===== src/rtl/assert_macros.svh =====
// ----------------------------------------------------------------------------
// Assertion macros
// Clocked concurrent checks with an active-low reset disable.
// ----------------------------------------------------------------------------
`ifndef ASSERT_MACROS_SVH
`define ASSERT_MACROS_SVH

// prop must hold at every rising edge out of reset
`define ASSERT_CLK(lbl, clk, rstn, prop, msg) \
    lbl: assert property (@(posedge clk) disable iff (!rstn) prop) else $error(msg);

// cond must never be true out of reset
`define ASSERT_NEVER(lbl, clk, rstn, cond, msg) \
    lbl: assert property (@(posedge clk) disable iff (!rstn) !(cond)) else $error(msg);

`endif


===== src/rtl/nhr_pkg.sv =====
// ----------------------------------------------------------------------------
// nhr_pkg
// Types and constants shared by the NAT header rewrite pipeline.
// ----------------------------------------------------------------------------
`default_nettype none

package nhr_pkg;

    localparam logic [7:0] PROTO_TCP = 8'd6;
    localparam logic [7:0] PROTO_UDP = 8'd17;

    // six 16-bit terms per side for L4, four for IP
    localparam int L4_PART_W = 19;
    localparam int IP_PART_W = 18;
    localparam int TOTAL_W   = 20;
    localparam int FOLD_W    = 17;

    typedef struct packed {
        logic [47:0] peer_dst_socket;
        logic [47:0] peer_src_socket;
        logic [15:0] l4_csum;
        logic [15:0] ip_csum;
        logic [15:0] dst_port;
        logic [15:0] src_port;
        logic [31:0] dst_addr;
        logic [31:0] src_addr;
        logic [7:0]  ip_protocol;
        logic        dnat_on;
        logic        snat_on;
        logic        is_reply;
    } nhr_in_t;

    typedef struct packed {
        logic [15:0] l4_csum;
        logic [15:0] ip_csum;
        logic [15:0] dst_port;
        logic [15:0] src_port;
        logic [31:0] dst_addr;
        logic [31:0] src_addr;
    } nhr_fields_t;

    typedef struct packed {
        nhr_fields_t            orig;
        nhr_fields_t            rewr;
        logic                   en_src;
        logic                   en_dst;
        logic [L4_PART_W-1:0]   l4_src_sum;
        logic [L4_PART_W-1:0]   l4_dst_sum;
        logic [IP_PART_W-1:0]   ip_src_sum;
        logic [IP_PART_W-1:0]   ip_dst_sum;
    } nhr_s1_t;

    typedef struct packed {
        nhr_fields_t            orig;
        nhr_fields_t            rewr;
        logic                   any;
        logic [FOLD_W-1:0]      l4_fold;
        logic [FOLD_W-1:0]      ip_fold;
    } nhr_s2_t;

    typedef struct packed {
        nhr_fields_t f;
        logic        was_rewritten;
    } nhr_out_t;

endpackage

`default_nettype wire


===== src/rtl/nhr_select.sv =====
// ----------------------------------------------------------------------------
// nhr_select
// Stage 1: rewrite selection, new socket fields and partial checksum sums.
// ----------------------------------------------------------------------------
`default_nettype none
`include "assert_macros.svh"

module nhr_select
    import nhr_pkg::*;
(
    input  wire logic    clk,
    input  wire logic    rst_n,
    input  wire logic    in_valid,
    output logic         in_ready,
    input  wire nhr_in_t in_data,
    output logic         out_valid,
    input  wire logic    out_ready,
    output nhr_s1_t      out_data
);

    logic    valid_reg;
    nhr_s1_t data_reg;
    nhr_s1_t data_next;

    logic        is_l4;
    logic        do_src;
    logic        do_dst;
    logic [31:0] pd_addr;
    logic [15:0] pd_port;
    logic [31:0] ps_addr;
    logic [15:0] ps_port;
    logic [31:0] sa_inv;
    logic [31:0] da_inv;
    logic [15:0] sp_inv;
    logic [15:0] dp_inv;

    assign in_ready  = !valid_reg || out_ready;
    assign out_valid = valid_reg;
    assign out_data  = data_reg;

    always_comb
    begin
        is_l4   = (in_data.ip_protocol == PROTO_TCP) || (in_data.ip_protocol == PROTO_UDP);
        do_src  = is_l4 && (in_data.is_reply ? in_data.dnat_on : in_data.snat_on);
        do_dst  = is_l4 && (in_data.is_reply ? in_data.snat_on : in_data.dnat_on);
        pd_addr = in_data.peer_dst_socket[47:16];
        pd_port = in_data.peer_dst_socket[15:0];
        ps_addr = in_data.peer_src_socket[47:16];
        ps_port = in_data.peer_src_socket[15:0];
        sa_inv  = ~in_data.src_addr;
        da_inv  = ~in_data.dst_addr;
        sp_inv  = ~in_data.src_port;
        dp_inv  = ~in_data.dst_port;

        data_next.orig.src_addr = in_data.src_addr;
        data_next.orig.dst_addr = in_data.dst_addr;
        data_next.orig.src_port = in_data.src_port;
        data_next.orig.dst_port = in_data.dst_port;
        data_next.orig.ip_csum  = in_data.ip_csum;
        data_next.orig.l4_csum  = in_data.l4_csum;

        data_next.rewr.src_addr = do_src ? pd_addr : in_data.src_addr;
        data_next.rewr.src_port = do_src ? pd_port : in_data.src_port;
        data_next.rewr.dst_addr = do_dst ? ps_addr : in_data.dst_addr;
        data_next.rewr.dst_port = do_dst ? ps_port : in_data.dst_port;
        data_next.rewr.ip_csum  = in_data.ip_csum;
        data_next.rewr.l4_csum  = in_data.l4_csum;

        data_next.en_src = do_src;
        data_next.en_dst = do_dst;

        data_next.ip_src_sum = {2'b00, sa_inv[31:16]} + {2'b00, sa_inv[15:0]}
                             + {2'b00, pd_addr[31:16]} + {2'b00, pd_addr[15:0]};
        data_next.ip_dst_sum = {2'b00, da_inv[31:16]} + {2'b00, da_inv[15:0]}
                             + {2'b00, ps_addr[31:16]} + {2'b00, ps_addr[15:0]};
        data_next.l4_src_sum = {1'b0, data_next.ip_src_sum} + {3'b000, sp_inv}
                             + {3'b000, pd_port};
        data_next.l4_dst_sum = {1'b0, data_next.ip_dst_sum} + {3'b000, dp_inv}
                             + {3'b000, ps_port};
    end

    always_ff @(posedge clk or negedge rst_n)
    begin
        if (!rst_n)
        begin
            valid_reg <= 1'b0;
        end
        else if (in_ready)
        begin
            valid_reg <= in_valid;
        end
    end

    always_ff @(posedge clk)
    begin
        if (in_ready && in_valid)
        begin
            data_reg <= data_next;
        end
    end

    `ASSERT_CLK(a_s1_hold, clk, rst_n,
        valid_reg && !out_ready |=> valid_reg && $stable(data_reg),
        "stage 1 item lost or changed under stall")

    `ASSERT_NEVER(a_s1_proto, clk, rst_n,
        valid_reg && (data_reg.rewr.src_addr != data_reg.orig.src_addr) && !data_reg.en_src,
        "source address changed without source rewrite")

endmodule

`default_nettype wire


===== src/rtl/nhr_sum.sv =====
// ----------------------------------------------------------------------------
// nhr_sum
// Stage 2: full one's-complement sums and first end-around-carry fold.
// ----------------------------------------------------------------------------
`default_nettype none

module nhr_sum
    import nhr_pkg::*;
(
    input  wire logic    clk,
    input  wire logic    rst_n,
    input  wire logic    in_valid,
    output logic         in_ready,
    input  wire nhr_s1_t in_data,
    output logic         out_valid,
    input  wire logic    out_ready,
    output nhr_s2_t      out_data
);

    logic    valid_reg;
    nhr_s2_t data_reg;
    nhr_s2_t data_next;

    logic [15:0]        l4_inv;
    logic [15:0]        ip_inv;
    logic [TOTAL_W-1:0] l4_total;
    logic [TOTAL_W-1:0] ip_total;

    assign in_ready  = !valid_reg || out_ready;
    assign out_valid = valid_reg;
    assign out_data  = data_reg;

    always_comb
    begin
        l4_inv = ~in_data.orig.l4_csum;
        ip_inv = ~in_data.orig.ip_csum;

        l4_total = {4'b0000, l4_inv}
                 + (in_data.en_src ? {1'b0, in_data.l4_src_sum} : {TOTAL_W{1'b0}})
                 + (in_data.en_dst ? {1'b0, in_data.l4_dst_sum} : {TOTAL_W{1'b0}});
        ip_total = {4'b0000, ip_inv}
                 + (in_data.en_src ? {2'b00, in_data.ip_src_sum} : {TOTAL_W{1'b0}})
                 + (in_data.en_dst ? {2'b00, in_data.ip_dst_sum} : {TOTAL_W{1'b0}});

        data_next.orig    = in_data.orig;
        data_next.rewr    = in_data.rewr;
        data_next.any     = in_data.en_src || in_data.en_dst;
        data_next.l4_fold = {1'b0, l4_total[15:0]} + {13'd0, l4_total[TOTAL_W-1:16]};
        data_next.ip_fold = {1'b0, ip_total[15:0]} + {13'd0, ip_total[TOTAL_W-1:16]};
    end

    always_ff @(posedge clk or negedge rst_n)
    begin
        if (!rst_n)
        begin
            valid_reg <= 1'b0;
        end
        else if (in_ready)
        begin
            valid_reg <= in_valid;
        end
    end

    always_ff @(posedge clk)
    begin
        if (in_ready && in_valid)
        begin
            data_reg <= data_next;
        end
    end

endmodule

`default_nettype wire


===== src/rtl/nhr_finish.sv =====
// ----------------------------------------------------------------------------
// nhr_finish
// Stage 3: final fold, checksum complement, change flag; output register.
// ----------------------------------------------------------------------------
`default_nettype none
`include "assert_macros.svh"

module nhr_finish
    import nhr_pkg::*;
(
    input  wire logic    clk,
    input  wire logic    rst_n,
    input  wire logic    in_valid,
    output logic         in_ready,
    input  wire nhr_s2_t in_data,
    output logic         out_valid,
    input  wire logic    out_ready,
    output nhr_out_t     out_data
);

    logic     valid_reg;
    logic     any_reg;
    nhr_out_t data_reg;
    nhr_out_t data_next;

    logic [15:0] l4_sum;
    logic [15:0] ip_sum;
    logic [15:0] l4_new;
    logic [15:0] ip_new;

    assign in_ready  = !valid_reg || out_ready;
    assign out_valid = valid_reg;
    assign out_data  = data_reg;

    always_comb
    begin
        // second fold cannot carry again
        l4_sum = in_data.l4_fold[15:0] + {15'd0, in_data.l4_fold[16]};
        ip_sum = in_data.ip_fold[15:0] + {15'd0, in_data.ip_fold[16]};
        // a zero sum stands for 0xFFFF
        l4_new = (l4_sum == 16'h0000) ? 16'h0000 : ~l4_sum;
        ip_new = (ip_sum == 16'h0000) ? 16'h0000 : ~ip_sum;

        data_next.f         = in_data.rewr;
        data_next.f.l4_csum = in_data.any ? l4_new : in_data.orig.l4_csum;
        data_next.f.ip_csum = in_data.any ? ip_new : in_data.orig.ip_csum;
        data_next.was_rewritten = (data_next.f != in_data.orig);
    end

    always_ff @(posedge clk or negedge rst_n)
    begin
        if (!rst_n)
        begin
            valid_reg <= 1'b0;
        end
        else if (in_ready)
        begin
            valid_reg <= in_valid;
        end
    end

    always_ff @(posedge clk)
    begin
        if (in_ready && in_valid)
        begin
            data_reg <= data_next;
            any_reg  <= in_data.any;
        end
    end

    `ASSERT_NEVER(a_l4_csum_ffff, clk, rst_n,
        valid_reg && any_reg && (data_reg.f.l4_csum == 16'hFFFF),
        "updated L4 checksum is 0xFFFF")

    `ASSERT_NEVER(a_ip_csum_ffff, clk, rst_n,
        valid_reg && any_reg && (data_reg.f.ip_csum == 16'hFFFF),
        "updated IP checksum is 0xFFFF")

    `ASSERT_NEVER(a_pass_flag, clk, rst_n,
        valid_reg && !any_reg && data_reg.was_rewritten,
        "item without rewrite flagged as changed")

endmodule

`default_nettype wire


===== src/rtl/nat_header_rewrite_incremental_csum_core.sv =====
// ----------------------------------------------------------------------------
// nat_header_rewrite_incremental_csum_core
// IPv4 TCP/UDP NAT address/port rewrite with incremental checksum update.
// ----------------------------------------------------------------------------
//  channel  dir  tdata  tuser  accepted on
//  s_axis   in   224    11     s_tvalid && s_tready
//  m_axis   out  128    1      m_tvalid && m_tready
//
//  Three register stages: select/partial sums, sum/fold, final fold/output.
//  One item per cycle sustained while m_tready stays high, set by the ready chain.
//  Ready ripples back through the stages; a bubble in any stage is filled.
//  Reset clears only the stage valid bits; no clearing pass.
//  A stalled item holds in its stage; nothing is dropped or repeated.
// ----------------------------------------------------------------------------
`default_nettype none

module nat_header_rewrite_incremental_csum_core
    import nhr_pkg::*;
(
    input  wire logic         clk,
    input  wire logic         rst_n,
    input  wire logic         s_tvalid,
    output logic              s_tready,
    // src_addr, dst_addr, src_port, dst_port, ip_csum, l4_csum,
    // peer_src_socket, peer_dst_socket
    input  wire logic [223:0] s_tdata,
    // is_reply, snat_on, dnat_on, ip_protocol
    input  wire logic [10:0]  s_tuser,
    output logic              m_tvalid,
    input  wire logic         m_tready,
    // out_src_addr, out_dst_addr, out_src_port, out_dst_port, out_ip_csum,
    // out_l4_csum
    output logic [127:0]      m_tdata,
    // was_rewritten
    output logic [0:0]        m_tuser
);

    nhr_in_t  in_item;
    nhr_s1_t  s1_data;
    nhr_s2_t  s2_data;
    nhr_out_t out_item;
    logic     s1_valid;
    logic     s1_ready;
    logic     s2_valid;
    logic     s2_ready;

    always_comb
    begin
        in_item.is_reply        = s_tuser[0];
        in_item.snat_on         = s_tuser[1];
        in_item.dnat_on         = s_tuser[2];
        in_item.ip_protocol     = s_tuser[10:3];
        in_item.src_addr        = s_tdata[31:0];
        in_item.dst_addr        = s_tdata[63:32];
        in_item.src_port        = s_tdata[79:64];
        in_item.dst_port        = s_tdata[95:80];
        in_item.ip_csum         = s_tdata[111:96];
        in_item.l4_csum         = s_tdata[127:112];
        in_item.peer_src_socket = s_tdata[175:128];
        in_item.peer_dst_socket = s_tdata[223:176];
    end

    nhr_select u_select
    (
        .clk       (clk),
        .rst_n     (rst_n),
        .in_valid  (s_tvalid),
        .in_ready  (s_tready),
        .in_data   (in_item),
        .out_valid (s1_valid),
        .out_ready (s1_ready),
        .out_data  (s1_data)
    );

    nhr_sum u_sum
    (
        .clk       (clk),
        .rst_n     (rst_n),
        .in_valid  (s1_valid),
        .in_ready  (s1_ready),
        .in_data   (s1_data),
        .out_valid (s2_valid),
        .out_ready (s2_ready),
        .out_data  (s2_data)
    );

    nhr_finish u_finish
    (
        .clk       (clk),
        .rst_n     (rst_n),
        .in_valid  (s2_valid),
        .in_ready  (s2_ready),
        .in_data   (s2_data),
        .out_valid (m_tvalid),
        .out_ready (m_tready),
        .out_data  (out_item)
    );

    assign m_tdata = {out_item.f.l4_csum, out_item.f.ip_csum,
                      out_item.f.dst_port, out_item.f.src_port,
                      out_item.f.dst_addr, out_item.f.src_addr};
    assign m_tuser = out_item.was_rewritten;

endmodule

`default_nettype wire

===== config.mk =====
export PLATFORM = sky130hd
export DESIGN_NAME = nat_header_rewrite_incremental_csum_core
export DESIGN_NICKNAME = d
export VERILOG_FILES = /design/src/rtl/nhr_pkg.sv /design/src/rtl/nhr_select.sv /design/src/rtl/nhr_sum.sv /design/src/rtl/nhr_finish.sv /design/src/rtl/nat_header_rewrite_incremental_csum_core.sv
export VERILOG_INCLUDE_DIRS = /design/src /design/src/rtl
export SDC_FILE = /design/constraint.sdc
export NUM_CORES = 1
export LEC_CHECK = 0
export BUFFER_PORTS_ARGS = -buffer_cell sky130_fd_sc_hd__buf_2
export CORE_MARGIN = 5
export CORE_UTILIZATION = 42
export CTS_BUF_LIST = sky130_fd_sc_hd__clkbuf_8 sky130_fd_sc_hd__clkbuf_16
export DETAILED_ROUTE_END_ITERATION = 6
export PLACE_DENSITY = 0.6
export SLEW_MARGIN = 20
export SYNTH_ARGS = -nofsm -noshare
export SYNTH_HDL_FRONTEND = slang
export SYNTH_SLANG_ARGS = --single-unit

===== constraint.sdc =====
create_clock -name clk -period 9.8 [get_ports clk]
set_input_delay 1.96 -clock clk [delete_from_list [all_inputs] [get_ports clk]]
set_output_delay 1.96 -clock clk [all_outputs]
set_load 0.05 [all_outputs]

==> flow_summary.ini <==
[status]
outcome = finished, final reports clean

[clocking]
cts_hold_buf = 0
post_cts_buffers = 0
cts_buffer_depth = 3
clkTransAtPathRegs_ns = 0.06
cts_resized = 0
cts.htree.levels = 3
insertion_delay_ns = 0.61
numCtsBuffers = 77
cts.sinks = 691
cts_tree = built
cts_root_buf = clkbuf_16

[logic_synthesis]
synthArstFlopShare_pct = 0.434
ys_seq_elements = 691
yosysTopAreaCell = edfxtp_1
yosysSeqAreaShare_pct = 60.1
yosys-top-cells-area = edfxtp_1, fa_1, ha_1, inv_1, xor2_1
syn_inst = 2696
yosysTopAreaCellShare_pct = 59.8
ys.warnings.count = 0
synth_edf_count = 688
syn-num-nets = 3189
syn_area_sq_mm = 0.0345
yosys_most_used_dff = edfxtp_1
syn_avg_cell_area_sq_um = 12.8
synth.distinct_cells = 81

[timing]
finalCriticalPeriod_ns = 7.46
fin_crit_sh_pct = 76.1
hold_viol_final = 0
grt_setup_unrepaired = false
worst_pin_slew_ns = 1.30
worst_slack_ns = 2.34
finClkSkew_ns = 0.0192
relSlewSlack_pct = 13.3
setup_viol = 0
clock.fmax_mhz = 134
drv_slew = 0
timing.setup.tns_ns = 0

[worst_setup_path]
arrival_ns = 7.81
r2r_end = u_sum.out_data[15]
worstReg2RegStart = u_select.out_data[74]
cp-end-kind = register
path_max_fanout = 5
cpPeakStageDelay_ns = 0.55
path_buf_inv = 4
reg2regPathDepth = 25
rrSetupSlack_ns = 3.85
crit_required_ns = 10.15
crit_type = input pin to register
cp-start-kind = input pin
crit_path_top_delay_cell = o41ai_1
path_delay_family = compound AO/OA/AOI/OAI gates

[detailed_routing]
top_layer = met5
dr_total_vias = 21900
drc = 0
wire_per_inst_um = 23.4
via_per_inst = 5.16
wl_mm = 99.4
wl_met2_mm = 49.0
antenna_left = 0
wl_met1_mm = 41.0
dr_wl_met3_mm = 6.04
drtIter0Drc = 1574
dr.pass1.iters = 5

[floorplanning]
fp.dieH_um = 297
placementRows = 105
die_x_um = 297
die-area_sq_mm = 0.0880
ios = 370
initial_core_util_pct = 42.2
fp.coreArea_sq_mm = 0.0818

[placed_design]
place_area_sq_mm = 0.0377
place_ws_ns = 1.76
dp.cells = 4103
hpwlAfterDp_mm = 78.2
port-buffer-count = 369
place_congestion = 0.890

[power]
power-per-cell-area_mw_per_mm2 = 296
power_uw = 11900
vdd_drop_max_mv = 0.172
p_leak_uw = 0.0170

[cells_and_area]
fin_cells = 4246
drive_above_1_share_pct = 16.6
syn_to_final_growth_pct = 16.4
layout.nets = 3605
finalInstanceArea_sq_mm = 0.0402

[hold_path]
holdCritPathClass = register to register
min_from = u_select.out_data[225]
holdPathStages = 0
min_to = u_sum.out_data[184]

[global_route]
gr-total-overflow = 0
antenna_found_initial = 13
grt_pass1_vias = 22500
grt_max_degree = 168
grt_usage_pct = 22.4
grt_pass1_wl_mm = 145

[flow_run]
maxCapViolations = 0
cells by family (layout without fill, tap and decap cells):
logic type	Yosys count	after routing	share of synthesized area (%)
compound gates	428	428	8.01
xor+xnor	270	270	6.85
fa+ha+maj	254	254	11.5
buf+inv	473	947	5.16
flops	691	691	60.1
mux	8	8	0.239
other cells	0	6	0
simple gates	572	572	8.16
cell usage after synthesis, types with 4 or more instances:
cell,count
a211o_1,5
a211oi_1,10
a21o_1,31
a21oi_1,88
a22o_1,12
a22oi_1,6
a31o_2,5
a31oi_1,8
a41o_1,4
and2_1,21
and3_1,11
and4_1,5
buf_2,5
clkbuf_1,36
edfxtp_1,688
fa_1,106
ha_1,148
inv_1,430
mux2i_1,6
nand2_1,227
nand2b_1,18
nand3_1,47
nand4_1,29
nor2_1,79
nor2b_1,14
nor3_1,43
nor4_1,33
o211ai_1,6
o21a_1,14
o21ai_0,147
o21bai_1,15
o22ai_1,13
o2bb2ai_1,14
o31a_1,5
o31ai_1,5
or2_2,8
or3_1,15
xnor2_1,131
xor2_1,139
per-stage QoR:
stage | hold WS (ns) | util (%)
after floorplan | 0.400 | -
after global placement | 0.400 | 46.0
after detailed placement | 0.405 | 46.0
after CTS | 0.410 | 49.1
after global routing | 0.416 | 49.1
final | 0.412 | 49.1
flip-flops by register name, summed over array words and instances (netlist names):
signal and flops:
u_sum.out_valid 1, u_finish.out_data 129, u_select.out_valid 1, u_select.out_data 300, u_finish.out_valid 1, u_sum.out_data 259
power breakdown:
part           switching, uW  total, uW  internal, uW
registers                293       4320          4020
logic                   2930       4710          1770
clock network           1190       2880          1690
total                   4420      11900          7490
placed cells by master (no fill, tap or decap), types with 6 or more instances in the layout:
cell / instances
a21oi_1: 88
nand4_1: 29
a22o_1: 12
a21o_1: 31
o211ai_1: 6
a31oi_1: 8
buf_4: 9
and3_1: 11
o22ai_1: 13
o21a_1: 14
nor4_1: 33
clkbuf_16: 80
or2_2: 8
nor2_1: 79
nand3_1: 47
nor3_1: 43
clkinv_2: 13
diode_2: 6
clkinv_1: 15
o21ai_0: 147
xnor2_1: 131
ha_1: 148
o21bai_1: 15
fa_1: 106
xor2_1: 139
a211oi_1: 10
a22oi_1: 6
bufinv_16: 8
or3_1: 15
nand2_1: 227
nand2b_1: 18
nor2b_1: 14
and2_1: 18
o2bb2ai_1: 14
inv_1: 443
mux2i_1: 6
buf_2: 369
edfxtp_1: 688
how the worst max path moves through the flow:
stage | from | to | slack, ns | depth (start not counted)
finish | s_tdata[33] | u_select.out_data[53] | 2.34 | 25
global route | s_tdata[0] | u_select.out_data[72] | 1.94 | 30
CTS | s_tdata[0] | u_select.out_data[72] | 2.42 | 30
detailed placement | s_tdata[0] | u_select.out_data[72] | 1.76 | 30
global placement | s_tdata[33] | u_select.out_data[53] | 1.92 | 25
floorplan | m_tready | u_sum.out_data[0] | 1.22 | 3
cell type report:
cell class	instances	area (sq um)
clock inverters	57	504
inverters	430	1610
fillers	7238	41700
flip-flops and latches	691	20700
well taps	1070	1340
clock buffers	80	2000
diodes	6	15.0
multi-input cells	1532	12000
repair buffers	380	1950
layer usage:
layer	global-route usage [%]	up-vias
li1	-	10300
met1	29.0	10700
met2	38.4	679
met3	3.94	166
met4	7.48	10
met5	0	-
Power figures use the tool's default switching activity.
